<file path="src/rtl/hsv_pkg.sv">
// Shared types, constants and arithmetic helpers for the HSV to RGB converter.
package hsv_pkg;

   localparam int MID_DEPTH_DEFAULT = 4;
   localparam int OUT_DEPTH_DEFAULT = 8;

   // Hue is biased by a multiple of 360 so that it is never negative.
   localparam logic [16:0] HUE_BIAS       = 17'd33120;
   localparam logic [23:0] HUE_RECIP      = 24'd11930465;
   localparam int          HUE_RECIP_SHIFT = 32;
   localparam logic [16:0] DEG_PER_TURN   = 17'd360;
   localparam logic [8:0]  DEG_PER_SECTOR = 9'd60;
   localparam logic [9:0]  FRAC_STEP      = 10'd17;
   localparam logic [9:0]  FRAC_ROUND     = 10'd2;
   localparam logic [7:0]  CHAN_MAX       = 8'd255;

   typedef enum logic [2:0] {
      HUE_RED_YELLOW,
      HUE_YELLOW_GREEN,
      HUE_GREEN_CYAN,
      HUE_CYAN_BLUE,
      HUE_BLUE_MAGENTA,
      HUE_MAGENTA_RED
   } hsv_sector_type;

   typedef struct packed {
      hsv_sector_type sector;
      logic [7:0]     frac;
      logic [7:0]     sat;
      logic [7:0]     val;
   } hsv_job_type;

   typedef struct packed {
      logic [7:0] red;
      logic [7:0] green;
      logic [7:0] blue;
   } hsv_rgb_type;

   function automatic logic [7:0] clamp_channel(input logic signed [15:0] x);
      logic [7:0] result;
      if (x < 16'sd0) begin
         result = 8'd0;
      end else if (x > 16'sd255) begin
         result = CHAN_MAX;
      end else begin
         result = x[7:0];
      end
      return result;
   endfunction

   // Rounded product scaling by 1/255 for products of two 8-bit values.
   function automatic logic [7:0] scale_255(input logic [15:0] prod);
      logic [16:0] biased;
      logic [16:0] acc;
      biased = {1'b0, prod} + 17'd127;
      acc    = biased + {8'd0, biased[16:8]} + 17'd1;
      return acc[15:8];
   endfunction

endpackage

</file>
<file path="src/rtl/hsv_fifo.sv">
// Small register-based first-in first-out queue of packed words.
module hsv_fifo #(
   parameter int DEPTH = hsv_pkg::MID_DEPTH_DEFAULT,
   parameter int WIDTH = $bits(hsv_pkg::hsv_job_type)
) (
   input  logic                         clock,
   input  logic                         reset,
   input  logic                         wr_en,
   input  logic [WIDTH-1:0]             wr_data,
   input  logic                         rd_en,
   output logic [WIDTH-1:0]             rd_data,
   output logic                         full,
   output logic                         empty,
   output logic [$clog2(DEPTH+1)-1:0]   count
);
   import hsv_pkg::*;

   localparam int AW = (DEPTH > 1) ? $clog2(DEPTH) : 1;
   localparam int CW = $clog2(DEPTH + 1);
   localparam logic [AW-1:0] LAST_SLOT = AW'(DEPTH - 1);
   localparam logic [CW-1:0] FULL_COUNT = CW'(DEPTH);

   logic [WIDTH-1:0] mem_ff [DEPTH];
   logic [AW-1:0]    wr_ptr_ff, wr_ptr_in;
   logic [AW-1:0]    rd_ptr_ff, rd_ptr_in;
   logic [CW-1:0]    count_ff, count_in;

   assign full    = (count_ff == FULL_COUNT);
   assign empty   = (count_ff == '0);
   assign count   = count_ff;
   assign rd_data = mem_ff[rd_ptr_ff];

   always_comb begin
      wr_ptr_in = wr_ptr_ff;
      rd_ptr_in = rd_ptr_ff;
      count_in  = count_ff;
      if (wr_en) begin
         wr_ptr_in = (wr_ptr_ff == LAST_SLOT) ? '0 : wr_ptr_ff + 1'b1;
      end
      if (rd_en) begin
         rd_ptr_in = (rd_ptr_ff == LAST_SLOT) ? '0 : rd_ptr_ff + 1'b1;
      end
      case ({wr_en, rd_en})
         2'b10:   count_in = count_ff + 1'b1;
         2'b01:   count_in = count_ff - 1'b1;
         default: count_in = count_ff;
      endcase
   end

   always_ff @(posedge clock) begin
      if (wr_en) begin
         mem_ff[wr_ptr_ff] <= wr_data;
      end
   end

   always_ff @(posedge clock) begin
      if (reset) begin
         wr_ptr_ff <= '0;
         rd_ptr_ff <= '0;
         count_ff  <= '0;
      end else begin
         wr_ptr_ff <= wr_ptr_in;
         rd_ptr_ff <= rd_ptr_in;
         count_ff  <= count_in;
      end
   end

   a_no_overflow: assert property (@(posedge clock) disable iff (reset)
      !(wr_en && full))
      else $error("Word written into a full queue.");

   a_no_underflow: assert property (@(posedge clock) disable iff (reset)
      !(rd_en && empty))
      else $error("Word read from an empty queue.");

   a_count_bound: assert property (@(posedge clock) disable iff (reset)
      wr_en && !rd_en |=> count_ff == $past(count_ff) + 1'b1)
      else $error("Queue count did not follow a lone write.");

endmodule

</file>
<file path="src/rtl/hsv_front.sv">
// Front end: takes input words, clamps channels and splits hue into sector and fraction.
module hsv_front (
   input  logic                 clock,
   input  logic                 reset,
   input  logic                 push,
   output logic                 full,
   input  logic signed [15:0]   hue,
   input  logic signed [15:0]   saturation,
   input  logic signed [15:0]   brightness,
   output logic                 job_write,
   output hsv_pkg::hsv_job_type job,
   input  logic                 mid_full
);
   import hsv_pkg::*;

   logic [16:0]    hue_sum;
   logic [16:0]    hue_biased;
   logic [40:0]    recip_prod;
   logic           take;

   logic           valid_ff, valid_in;
   logic [16:0]    hue_ff;
   logic [7:0]     quot_ff;
   logic [7:0]     sat_ff;
   logic [7:0]     val_ff;

   logic [16:0]    turns;
   logic [16:0]    deg_wide;
   logic [8:0]     deg;
   logic [8:0]     base;
   logic [8:0]     rem_wide;
   logic [9:0]     frac_sum;
   hsv_sector_type sector;

   assign hue_sum    = {hue[15], hue} + HUE_BIAS;
   assign hue_biased = hue_sum;
   assign recip_prod = hue_biased * HUE_RECIP;

   assign full      = valid_ff && mid_full;
   assign take      = push && !full;
   assign job_write = valid_ff && !mid_full;
   assign valid_in  = take || (valid_ff && mid_full);

   always_ff @(posedge clock) begin
      if (reset) begin
         valid_ff <= 1'b0;
      end else begin
         valid_ff <= valid_in;
      end
   end

   always_ff @(posedge clock) begin
      if (take) begin
         hue_ff  <= hue_biased;
         quot_ff <= recip_prod[HUE_RECIP_SHIFT +: 8];
         sat_ff  <= clamp_channel(saturation);
         val_ff  <= clamp_channel(brightness);
      end
   end

   assign turns    = {9'd0, quot_ff} * DEG_PER_TURN;
   assign deg_wide = hue_ff - turns;
   assign deg      = deg_wide[8:0];

   always_comb begin
      if (deg < DEG_PER_SECTOR) begin
         sector = HUE_RED_YELLOW;
         base   = 9'd0;
      end else if (deg < 9'd120) begin
         sector = HUE_YELLOW_GREEN;
         base   = 9'd60;
      end else if (deg < 9'd180) begin
         sector = HUE_GREEN_CYAN;
         base   = 9'd120;
      end else if (deg < 9'd240) begin
         sector = HUE_CYAN_BLUE;
         base   = 9'd180;
      end else if (deg < 9'd300) begin
         sector = HUE_BLUE_MAGENTA;
         base   = 9'd240;
      end else begin
         sector = HUE_MAGENTA_RED;
         base   = 9'd300;
      end
   end

   assign rem_wide = deg - base;
   assign frac_sum = {4'd0, rem_wide[5:0]} * FRAC_STEP + FRAC_ROUND;

   assign job.sector = sector;
   assign job.frac   = frac_sum[9:2];
   assign job.sat    = sat_ff;
   assign job.val    = val_ff;

endmodule

</file>
<file path="src/rtl/hsv_back.sv">
// Back end: product pipeline that turns a classified word into an RGB color.
module hsv_back #(
   parameter int OUT_DEPTH = hsv_pkg::OUT_DEPTH_DEFAULT
) (
   input  logic                             clock,
   input  logic                             reset,
   input  logic                             mid_empty,
   input  hsv_pkg::hsv_job_type             job,
   output logic                             job_pop,
   input  logic [$clog2(OUT_DEPTH+1)-1:0]   out_count,
   output logic                             rgb_write,
   output hsv_pkg::hsv_rgb_type             rgb
);
   import hsv_pkg::*;

   localparam int CW  = $clog2(OUT_DEPTH + 1);
   localparam int CW2 = CW + 2;
   localparam logic [CW2-1:0] SLOT_LIMIT = CW2'(OUT_DEPTH);

   logic [1:0]     inflight;
   logic [CW2-1:0] committed;

   logic           s1_valid_ff;
   hsv_sector_type s1_sector_ff;
   logic [7:0]     s1_val_ff;
   logic [15:0]    s1_pprod_ff, s1_qprod_ff, s1_tprod_ff;

   logic           s2_valid_ff;
   hsv_sector_type s2_sector_ff;
   logic [7:0]     s2_val_ff, s2_p_ff, s2_qfac_ff, s2_tfac_ff;

   logic           s3_valid_ff;
   hsv_sector_type s3_sector_ff;
   logic [7:0]     s3_val_ff, s3_p_ff;
   logic [15:0]    s3_qprod_ff, s3_tprod_ff;

   logic [7:0]     q_chan, t_chan;

   assign inflight  = {1'b0, s1_valid_ff} + {1'b0, s2_valid_ff} + {1'b0, s3_valid_ff};
   assign committed = {2'b00, out_count} + {{CW{1'b0}}, inflight};
   assign job_pop   = !mid_empty && (committed < SLOT_LIMIT);

   always_ff @(posedge clock) begin
      if (reset) begin
         s1_valid_ff <= 1'b0;
         s2_valid_ff <= 1'b0;
         s3_valid_ff <= 1'b0;
      end else begin
         s1_valid_ff <= job_pop;
         s2_valid_ff <= s1_valid_ff;
         s3_valid_ff <= s2_valid_ff;
      end
   end

   always_ff @(posedge clock) begin
      s1_sector_ff <= job.sector;
      s1_val_ff    <= job.val;
      s1_pprod_ff  <= job.val * (CHAN_MAX - job.sat);
      s1_qprod_ff  <= job.sat * job.frac;
      s1_tprod_ff  <= job.sat * (CHAN_MAX - job.frac);

      s2_sector_ff <= s1_sector_ff;
      s2_val_ff    <= s1_val_ff;
      s2_p_ff      <= scale_255(s1_pprod_ff);
      s2_qfac_ff   <= CHAN_MAX - scale_255(s1_qprod_ff);
      s2_tfac_ff   <= CHAN_MAX - scale_255(s1_tprod_ff);

      s3_sector_ff <= s2_sector_ff;
      s3_val_ff    <= s2_val_ff;
      s3_p_ff      <= s2_p_ff;
      s3_qprod_ff  <= s2_val_ff * s2_qfac_ff;
      s3_tprod_ff  <= s2_val_ff * s2_tfac_ff;
   end

   assign q_chan    = scale_255(s3_qprod_ff);
   assign t_chan    = scale_255(s3_tprod_ff);
   assign rgb_write = s3_valid_ff;

   always_comb begin
      unique case (s3_sector_ff)
         HUE_RED_YELLOW:   rgb = '{red: s3_val_ff, green: t_chan,    blue: s3_p_ff};
         HUE_YELLOW_GREEN: rgb = '{red: q_chan,    green: s3_val_ff, blue: s3_p_ff};
         HUE_GREEN_CYAN:   rgb = '{red: s3_p_ff,   green: s3_val_ff, blue: t_chan};
         HUE_CYAN_BLUE:    rgb = '{red: s3_p_ff,   green: q_chan,    blue: s3_val_ff};
         HUE_BLUE_MAGENTA: rgb = '{red: t_chan,    green: s3_p_ff,   blue: s3_val_ff};
         default:          rgb = '{red: s3_val_ff, green: s3_p_ff,   blue: q_chan};
      endcase
   end

   a_credit_bound: assert property (@(posedge clock) disable iff (reset)
      committed <= SLOT_LIMIT)
      else $error("More words in flight than the result queue can hold.");

endmodule

</file>
<file path="src/rtl/hsv_to_rgb_converter.sv">
// Top level of the HSV to RGB converter: front end, job queue, back end and result queue.
//
//   Channel   Ports                                   Handshake
//   request   req_hue, req_saturation, req_brightness push / full
//   response  rsp_red, rsp_green, rsp_blue            empty / pop
//
// One word is accepted and one color delivered per clock cycle when neither side stalls.
// Each accepted word passes the front-end register, job queue, product stages and result queue.
// The front end, the job queue and the three-stage product pipeline each hold words;
// the back end takes a job only when the result queue has room for everything in flight.
// Synchronous reset empties both queues and the pipeline; no clearing pass is needed.
module hsv_to_rgb_converter #(
   parameter int MID_DEPTH = hsv_pkg::MID_DEPTH_DEFAULT,
   parameter int OUT_DEPTH = hsv_pkg::OUT_DEPTH_DEFAULT
) (
   input  logic               clock,
   input  logic               reset,
   input  logic               push,
   output logic               full,
   input  logic signed [15:0] req_hue,
   input  logic signed [15:0] req_saturation,
   input  logic signed [15:0] req_brightness,
   output logic               empty,
   input  logic               pop,
   output logic [7:0]         rsp_red,
   output logic [7:0]         rsp_green,
   output logic [7:0]         rsp_blue
);
   import hsv_pkg::*;

   localparam int OCW = $clog2(OUT_DEPTH + 1);

   logic        job_write;
   hsv_job_type front_job;
   logic        mid_full;
   logic        mid_empty;
   hsv_job_type mid_job;
   logic        job_pop;
   logic [OCW-1:0] out_count;
   logic        rgb_write;
   hsv_rgb_type back_rgb;
   hsv_rgb_type out_rgb;
   logic        out_read;

   hsv_front u_front (
      .clock      (clock),
      .reset      (reset),
      .push       (push),
      .full       (full),
      .hue        (req_hue),
      .saturation (req_saturation),
      .brightness (req_brightness),
      .job_write  (job_write),
      .job        (front_job),
      .mid_full   (mid_full)
   );

   hsv_fifo #(
      .DEPTH (MID_DEPTH),
      .WIDTH ($bits(hsv_job_type))
   ) u_mid_fifo (
      .clock   (clock),
      .reset   (reset),
      .wr_en   (job_write),
      .wr_data (front_job),
      .rd_en   (job_pop),
      .rd_data (mid_job),
      .full    (mid_full),
      .empty   (mid_empty),
      .count   ()
   );

   hsv_back #(
      .OUT_DEPTH (OUT_DEPTH)
   ) u_back (
      .clock     (clock),
      .reset     (reset),
      .mid_empty (mid_empty),
      .job       (mid_job),
      .job_pop   (job_pop),
      .out_count (out_count),
      .rgb_write (rgb_write),
      .rgb       (back_rgb)
   );

   assign out_read = pop && !empty;

   hsv_fifo #(
      .DEPTH (OUT_DEPTH),
      .WIDTH ($bits(hsv_rgb_type))
   ) u_out_fifo (
      .clock   (clock),
      .reset   (reset),
      .wr_en   (rgb_write),
      .wr_data (back_rgb),
      .rd_en   (out_read),
      .rd_data (out_rgb),
      .full    (),
      .empty   (empty),
      .count   (out_count)
   );

   assign rsp_red   = out_rgb.red;
   assign rsp_green = out_rgb.green;
   assign rsp_blue  = out_rgb.blue;

endmodule

</file>
<file path="config.mk">
export PLATFORM = sky130hd
export DESIGN_NAME = hsv_to_rgb_converter
export DESIGN_NICKNAME = d
export VERILOG_FILES = /design/src/rtl/hsv_pkg.sv /design/src/rtl/hsv_fifo.sv /design/src/rtl/hsv_front.sv /design/src/rtl/hsv_back.sv /design/src/rtl/hsv_to_rgb_converter.sv
export SDC_FILE = /design/constraint.sdc
export NUM_CORES = 2
export LEC_CHECK = 0
export BUFFER_PORTS_ARGS = -buffer_cell sky130_fd_sc_hd__clkbuf_2
export CORE_ASPECT_RATIO = 1.1
export CORE_UTILIZATION = 50
export CTS_CLUSTER_SIZE = 12
export DETAILED_ROUTE_END_ITERATION = 10
export PLACE_DENSITY = 0.66
export RECOVER_POWER = 100
export SKIP_LAST_GASP = 1
export SLEW_MARGIN = 10
export SYNTH_ARGS = -nofsm -noshare
export SYNTH_HDL_FRONTEND = slang
export SYNTH_SLANG_ARGS = --single-unit
</file>
<file path="constraint.sdc">
create_clock -name clock -period 8.1 [get_ports clock]
set_input_delay 0 -clock clock [delete_from_list [all_inputs] [get_ports clock]]
set_output_delay 0 -clock clock [all_outputs]
set_load 0.01 [all_outputs]
</file>
=== After elaboration in Yosys (flattened, before gate mapping) ===
Memories as Yosys holds them, arrays and structs flattened. A register that Yosys moved wholly into a read port is not among the register bits.
Index checks and enable logic that the tools add are counted.

* Bits in registers: 199
* Latch bits: 0
* Bits in writable memories: 300
* ROM bits: 0
* Input bits: 52
* Output and inout port bits: 26
* Logic and storage cells: 138
* Memories kept: 2

{| class="wikitable"
|+ Memories
! name !! depth !! width !! rd ports !! clocked after memory_dff !! write ports !! line !! RTL
|-
| u_out_fifo.mem_ff || 8 || 24 || 1 || 1 || 1 || hsv_fifo.sv:23 || <nowiki>logic [WIDTH-1:0] mem_ff [DEPTH];</nowiki>
|-
| u_mid_fifo.mem_ff || 4 || 27 || 1 || 1 || 1 || hsv_fifo.sv:23 ||
|}

* Add/subtract/negate cells: 34
* Multiply operators: 8
* Div/mod/pow operators: 0
* $lt $le $gt $ge: 10
* Equality and inequality tests: 13
* Shift operators: 0
* Mux-type cells: 27
* Bitwise gates (word level): 0
* Reductions and logical operators: 15

{| class="wikitable"
|+ Operator list
! cell !! number
|-
| $pmux W24 S5 || 1
|-
| $add A16 B7 Y17 const B || 5
|-
| $add A16 B1 Y16 const B || 5
|-
| $add A16 B9 Y16 || 5
|-
| $mul A8 B8 Y16 || 3
|-
| $mul A17 B24 Y40 const B || 1
|-
| $gt A16 B9 Y1 const B || 2
|-
| $lt A16 B1 Y1 const B || 2
|-
| $mul A8 B16 Y16 || 2
|-
| $mux W3 || 8
|-
| $mux W6 || 4
|-
| $lt A9 B8 Y1 const B || 2
|-
| $sub A8 B8 Y9 const A || 2
|-
| $add A17 B16 Y17 const B || 1
|-
| $mux W8 || 2
|-
| $sub A8 B8 Y8 const A || 2
|-
| $eq A3 B3 Y1 const B || 4
|-
| $add A10 B2 Y10 const B || 1
|-
| $mul A6 B5 Y10 const B || 1
|-
| $add A3 B1 Y3 const B || 3
|-
| $lt A9 B6 Y1 const B || 1
|-
| $lt A9 B7 Y1 const B || 1
|-
| $lt A9 B9 Y1 const B || 1
|-
| $sub A9 B9 Y9 || 1
|-
| 25 further kinds || 47
|}

=== Logic depth before layout (Yosys ltp) ===
* Depth in word-level cells: 11
* Depth in mapped cells: 28
* Mapped depth without buffers: 28

=== Hierarchy ===
A second synthesis with hierarchy kept.

* Cells, all modules: 3251
* Area total of the unflattened synthesis: 36891.6 um^2

{| class="wikitable"
|+ Modules (own cells, without submodules)
! module !! times used !! cells an instance !! area each (um^2) !! seq. area each (um^2)
|-
| hsv_back || 1 || 2070 || 18081.1 || 2962.8
|-
| hsv_fifo (u_out_fifo) || 1 || 354 || 7940.1 || 6025.8
|-
| hsv_front || 1 || 637 || 6465.0 || 950.9
|-
| hsv_fifo (u_mid_fifo) || 1 || 189 || 4391.7 || 3423.3
|-
| hsv_to_rgb_converter || 1 || 1 || 13.8 || 0.0
|}

=== Worst setup path after synthesis ===
Ideal clock, no wire load.

* Path kind: in2reg
* Start point: in req_hue[5]
* End point: reg u_front.quot_ff[4] (data pin)
* Library setup time: 0.262 ns
* Arrival: 5.803 ns
* Required time: 7.838 ns
* Setup slack: 2.035 ns
* Stages on the path: 27
* Buffers on the path: 0
* Path through: inv_1 > ha_1 > inv_1 > a21oi_1 > nor2_1 > and3_1 > nand3_1 > xor2_1 > and2_1 > or2_2 > fa_1 > inv_1 > fa_1 > inv_1 > fa_1 > fa_1 > fa_1 > inv_1 > ha_1 > nand2_1 > nor4_1 > o211ai_1 > a221o_1 > a21oi_1 > nor3_1 > o21bai_1 > xor2_1

* Cells in the longest elaborated chain, start to end: 2

{| class="wikitable"
|+ RTL lines
! element !! line !! RTL
|-
| from (decl) || hsv_to_rgb_converter.sv:20 || <nowiki>input logic signed [15:0] req_hue,</nowiki>
|-
| $add A17 B16 Y17 || hsv_front.sv:35 || <nowiki>assign hue_sum = {hue[15], hue} + HUE_BIAS;</nowiki>
|-
| $mul A17 B24 Y40 || hsv_front.sv:37 || <nowiki>assign recip_prod = hue_biased * HUE_RECIP;</nowiki>
|-
| via u_front.recip_prod[36] || hsv_front.sv:18 || <nowiki>logic [40:0] recip_prod;</nowiki>
|-
| to (signal assigned) || hsv_front.sv:55 || <nowiki>quot_ff <= recip_prod[HUE_RECIP_SHIFT +: 8];</nowiki>
|-
| to (decl) || hsv_front.sv:23 || <nowiki>logic [7:0] quot_ff;</nowiki>
|}

The timed path passes the listed nets, and every way through them passes these cells.
A chain may end at the register's enable or synchronous reset.

=== Final worst setup path ===
* Start point: in req_hue[5]
* End point: reg u_front.quot_ff[4] (data pin)

* Cells in the longest elaborated chain, start to end: 2

{| class="wikitable"
|+ RTL lines
! element !! line !! RTL
|-
| $add A17 B16 Y17 || hsv_front.sv:35 ||
|-
| via u_front.hue_biased[5] || hsv_front.sv:17 || <nowiki>logic [16:0] hue_biased;</nowiki>
|-
| $mul A17 B24 Y40 || hsv_front.sv:37 ||
|-
| via u_front.recip_prod[36] || hsv_front.sv:18 ||
|}

The timed path passes the listed nets, and every way through them passes these cells.

==> impl_summary.txt <==
----------------------------------------------------
[Layout]
  Fraction of layout instances using a drive strength above 1 ... 0.08164
  Number of antenna repair diodes ... 0
  Number of filler instances in the final layout ... 6091
  Sequential cell area ... 13370 um2
  Post-route core utilization ... 0.5575
  Area used by multi-input combinational logic ... 20300 um2
  Area added between synthesis and finish ... 9.777%
  Post-layout nets ... 4054
  Final std cells w/o fill ... 4329

[Logic synthesis]
  Synthesized Nets ... 3928
  Cell count after synthesis ... 3223
  Ys async rst share ... 0
  Total of flip-flops plus latches after synthesis ... 502
  Average cell area after synthesis ... 11.14 um2
  Sequential cell area fraction in the yosys report ... 0.3721
  Number of distinct library cell variants in the gate-level netlist after synthesis ... 90
  Syn. warnings ... 0
  Main synth FF type ... sky130_fd_sc_hd__edfxtp_1
  Count of flip-flops with a built-in enable after synthesis ... 331
  Area of the mapped netlist ... 35910 um2

[Detailed routing]
  Post-DR vias/cell ... 5.399
  DRC violations left ... 0
  Average wire per cell in the routed design ... 17.64 um
  Number of optimization iterations in the first detailed-route pass ... 5
  Via count ... 23372
  Antenna-violating nets left ... 0
  DRC violation total after the first TritonRoute iteration ... 1302
  Post-Route WL ... 76350 um

[CTS]
  Total clock sinks ... 502
  Number of gates resized after CTS ... 0
  Clock transition time at the flip-flop clock pins of the worst setup and hold paths ... 70 ps
  Maximum level of the CTS H-tree ... 2
  TritonCTS Buffers ... 54
  Maximum count of clock buffers along a single path ... 3
  TritonCTS clock tree ... done
  Cell chosen for the clock root ... sky130_fd_sc_hd__clkbuf_16
  Clock insertion delay at the later pin of the skew report ... 630 ps

[Timing]
  Number of pins with negative max-slew slack in the final report ... 348
  Final critical path time including I/O delays and setup ... 7030 ps
  Total Neg Setup Slack ... 0 ps
  Minimum setup slack in the final design ... 1070 ps
  Fmax ... 0.1423 GHz
  Final setup skew ... 46.43 ps
  Max_slew headroom ... -1.184
  Final period utilization ... 0.8679
  Final count of negative-setup-slack endpoints ... 0
  Final hold vios ... 0
  RSZ-0062 raised after global routing ... false
  Transition time of the tightest slew-check pin ... 3272 ps

[Floorplan]
  Core ar. ... 70700 um2
  Area enclosed by the die boundary ... 72900 um2
  Io pins ... 78
  Chip width ... 257.5 um
  Die Y-Extent ... 283.1 um
  Std-Cell Rows ... 102
  Effective utilization at floorplan ... 0.5079

[Hold path]
  Path type of the worst min-delay path ... input pin to flop

[Setup path]
  Endpoint kind of the worst setup timing path ... flop
  Required @ worst endpoint ... 8460 ps
  Critical-path maximum fanout ... 6
  Max stage delay on crit path ... 570 ps
  Element type at the critical path start ... input pin
  Startpoint-to-endpoint class of the critical path ... input pin to flop
  Critical Path Slowest Stage Cell ... sky130_fd_sc_hd__fa_1
  Arrival time worst endpoint ... 7390 ps

[Global routing]
  Overflow left after global routing ... 0
  Overall Global Routing Usage ... 0.2150
  Antenna violations before repair ... 0
  Wire length of the first global-routing pass ... 126400 um
  Maximum number of pins on one net before global-route repair ... 49
  Via count of the first global-routing pass ... 24975

[Job]
  Number of max-cap violations ... 12

[Run status]
  Failing checks ... capacitance limit, slew limit
  Run status ... finished, violations left

[Placed design]
  Post-place setup slack ... 1201 ps
  DP Wirelength ... 57820 um
  Total of buffers placed on input and output ports ... 77
  Final weighted congestion of routability-driven global placement ... 0.9022
  Cell total after placement ... 4185

----------------------------------------------------
-- final cells by class --
type | instances | area share
clock inverters | 16 | 0.005681
flip-flops and latches | 502 | 0.3391
inverters | 499 | 0.04751
well taps | 936 | 0.02971
repair buffers | 140 | 0.02304
multi-input cells | 2152 | 0.5151
clock buffers | 84 | 0.03990
-- per-stage QoR --
stage / area, um2 / hold WS (ps)
after floorplan: 35910 / 71.61
after global placement: 37410 / 226.5
after detailed placement: 37410 / 238.1
after CTS: 39640 / 37.16
after global routing: 39420 / 40.54
final: 39420 / 53.13
-- flip-flops by register name, summed over array words and instances, names as in the netlist, 4 cells and up, named ones only --
signal,cells
u_back.s1_pprod_ff,16
u_back.s1_qprod_ff,16
u_back.s1_tprod_ff,16
u_back.s1_val_ff,8
u_back.s2_p_ff,8
u_back.s2_qfac_ff,8
u_back.s2_tfac_ff,8
u_back.s2_val_ff,8
u_back.s3_p_ff,8
u_back.s3_qprod_ff,16
u_back.s3_tprod_ff,16
u_back.s3_val_ff,8
u_front.hue_ff,9
u_front.quot_ff,6
u_front.sat_ff,8
u_front.val_ff,8
u_mid_fifo.mem_ff,108
u_out_fifo.count,4
u_out_fifo.mem_ff,192
-- synth_stat cells (7+ instances only) --
| cell | number | share of area |
|---|---|---|
| sky130_fd_sc_hd__edfxtp_1 | 331 | 0.28 |
| sky130_fd_sc_hd__nor2b_1 | 29 | 0.0051 |
| sky130_fd_sc_hd__fa_1 | 272 | 0.15 |
| sky130_fd_sc_hd__nand3_1 | 37 | 0.0052 |
| sky130_fd_sc_hd__ha_1 | 381 | 0.13 |
| sky130_fd_sc_hd__o21ai_0 | 51 | 0.0071 |
| sky130_fd_sc_hd__mux2i_1 | 26 | 0.0072 |
| sky130_fd_sc_hd__buf_1 | 12 | 0.0013 |
| sky130_fd_sc_hd__a21o_1 | 27 | 0.0056 |
| sky130_fd_sc_hd__xnor2_1 | 133 | 0.032 |
| sky130_fd_sc_hd__nor2_1 | 199 | 0.021 |
| sky130_fd_sc_hd__nand2b_1 | 28 | 0.0049 |
| sky130_fd_sc_hd__or2_2 | 15 | 0.0026 |
| sky130_fd_sc_hd__nor4_1 | 11 | 0.0019 |
| sky130_fd_sc_hd__or3_1 | 9 | 0.0016 |
| sky130_fd_sc_hd__and2_1 | 114 | 0.020 |
| sky130_fd_sc_hd__nor3_1 | 42 | 0.0059 |
| sky130_fd_sc_hd__a21boi_0 | 11 | 0.0023 |
| sky130_fd_sc_hd__clkbuf_1 | 54 | 0.0056 |
| sky130_fd_sc_hd__o31ai_1 | 8 | 0.0017 |
| sky130_fd_sc_hd__nand4_1 | 11 | 0.0019 |
| sky130_fd_sc_hd__and3_1 | 16 | 0.0028 |
| sky130_fd_sc_hd__inv_1 | 497 | 0.052 |
| sky130_fd_sc_hd__o21ai_1 | 9 | 0.0013 |
| sky130_fd_sc_hd__nor3b_1 | 7 | 0.0015 |
| sky130_fd_sc_hd__a211oi_1 | 15 | 0.0031 |
| sky130_fd_sc_hd__a21oi_1 | 103 | 0.014 |
| sky130_fd_sc_hd__o21a_1 | 23 | 0.0048 |
| sky130_fd_sc_hd__xor2_1 | 56 | 0.014 |
| sky130_fd_sc_hd__o22ai_1 | 7 | 0.0012 |
| sky130_fd_sc_hd__dfxtp_1 | 171 | 0.095 |
| sky130_fd_sc_hd__nand2_1 | 278 | 0.029 |
| sky130_fd_sc_hd__mux4_2 | 58 | 0.036 |
| sky130_fd_sc_hd__mux2_2 | 43 | 0.013 |
| sky130_fd_sc_hd__a31oi_1 | 17 | 0.0030 |
-- timing repair --
item	CTS	global route
setup buffers	0	0
hold endpoints to repair	79	0
hold buffers	43	0
setup endpoints to repair	0	0
-- cell usage in the layout (no fill, tap or decap), types with 12 or more instances in the layout --
| cell | n |
|---|---|
| sky130_fd_sc_hd__nand2b_1 | 28 |
| sky130_fd_sc_hd__mux2i_1 | 26 |
| sky130_fd_sc_hd__inv_1 | 497 |
| sky130_fd_sc_hd__nor3_1 | 43 |
| sky130_fd_sc_hd__clkbuf_1 | 49 |
| sky130_fd_sc_hd__mux2_2 | 34 |
| sky130_fd_sc_hd__a21o_1 | 27 |
| sky130_fd_sc_hd__nand3_1 | 37 |
| sky130_fd_sc_hd__dlygate4sd3_1 | 43 |
| sky130_fd_sc_hd__fa_1 | 272 |
| sky130_fd_sc_hd__or2_2 | 15 |
| sky130_fd_sc_hd__nor2b_1 | 29 |
| sky130_fd_sc_hd__o21ai_0 | 51 |
| sky130_fd_sc_hd__mux4_2 | 58 |
| sky130_fd_sc_hd__buf_4 | 12 |
| sky130_fd_sc_hd__and2_1 | 99 |
| sky130_fd_sc_hd__xor2_1 | 56 |
| sky130_fd_sc_hd__nand2_1 | 278 |
| sky130_fd_sc_hd__ha_1 | 381 |
| sky130_fd_sc_hd__o21a_1 | 23 |
| sky130_fd_sc_hd__and3_1 | 16 |
| sky130_fd_sc_hd__clkbuf_16 | 56 |
| sky130_fd_sc_hd__xnor2_1 | 133 |
| sky130_fd_sc_hd__a211oi_1 | 16 |
| sky130_fd_sc_hd__dfxtp_1 | 168 |
| sky130_fd_sc_hd__nor4_1 | 12 |
| sky130_fd_sc_hd__a21oi_1 | 103 |
| sky130_fd_sc_hd__a31oi_1 | 17 |
| sky130_fd_sc_hd__edfxtp_1 | 331 |
| sky130_fd_sc_hd__clkbuf_2 | 57 |
| sky130_fd_sc_hd__nor2_1 | 199 |
| sky130_fd_sc_hd__and2_0 | 15 |
-- metal layers --
| metal | share of wire | GRT usage | vias to the layer above |
|---|---|---|---|
| met5 | 0 | 0 | - |
| li1 | - | - | 11151 |
| met4 | 0.026 | 0.06257 | 0 |
| met1 | 0.43 | 0.2715 | 11621 |
| met3 | 0.034 | 0.02228 | 129 |
| met2 | 0.51 | 0.3871 | 471 |
-- path summary, 6_finish.rpt --
kind / slack [ps] / end / from / cells after the start
min reg2reg: 320 / u_back.s2_val_ff[4]$_DFF_P_ / u_back.s1_val_ff[4]$_DFF_P_ / 0
min: 50 / u_front.hue_ff[7]$_DFFE_PP_ / req_hue[7] / 2
max: 1070 / u_front.quot_ff[4]$_DFFE_PP_ / req_hue[5] / 29
max reg2reg: 1400 / u_back.s1_pprod_ff[13]$_DFF_P_ / flop / 16
-- worst max-delay path, delay by kind of cell --
kind,cells,cell delay [ps]
fa+ha+maj,7,3210
simple gates,8,1680
compound gates,5,970
xor+xnor,2,280
buf+inv,7,1220
-- cells by family (layout without fill, tap and decap cells) --
group | count (synthesis) | count (layout) | synth area share
and+or+nand+nor | 823 | 823 | 0.1111
AOI/OAI and AO/OA | 358 | 358 | 0.06843
adders and majority gates | 654 | 654 | 0.2847
buffers and inverters | 569 | 739 | 0.05979
xor gates and xnor gates | 190 | 190 | 0.04672
DFF | 502 | 502 | 0.3721
muxes | 127 | 127 | 0.05711
Power is not shown: default switching activity piles up to over one toggle a cycle in this logic, so the estimate is an artifact.
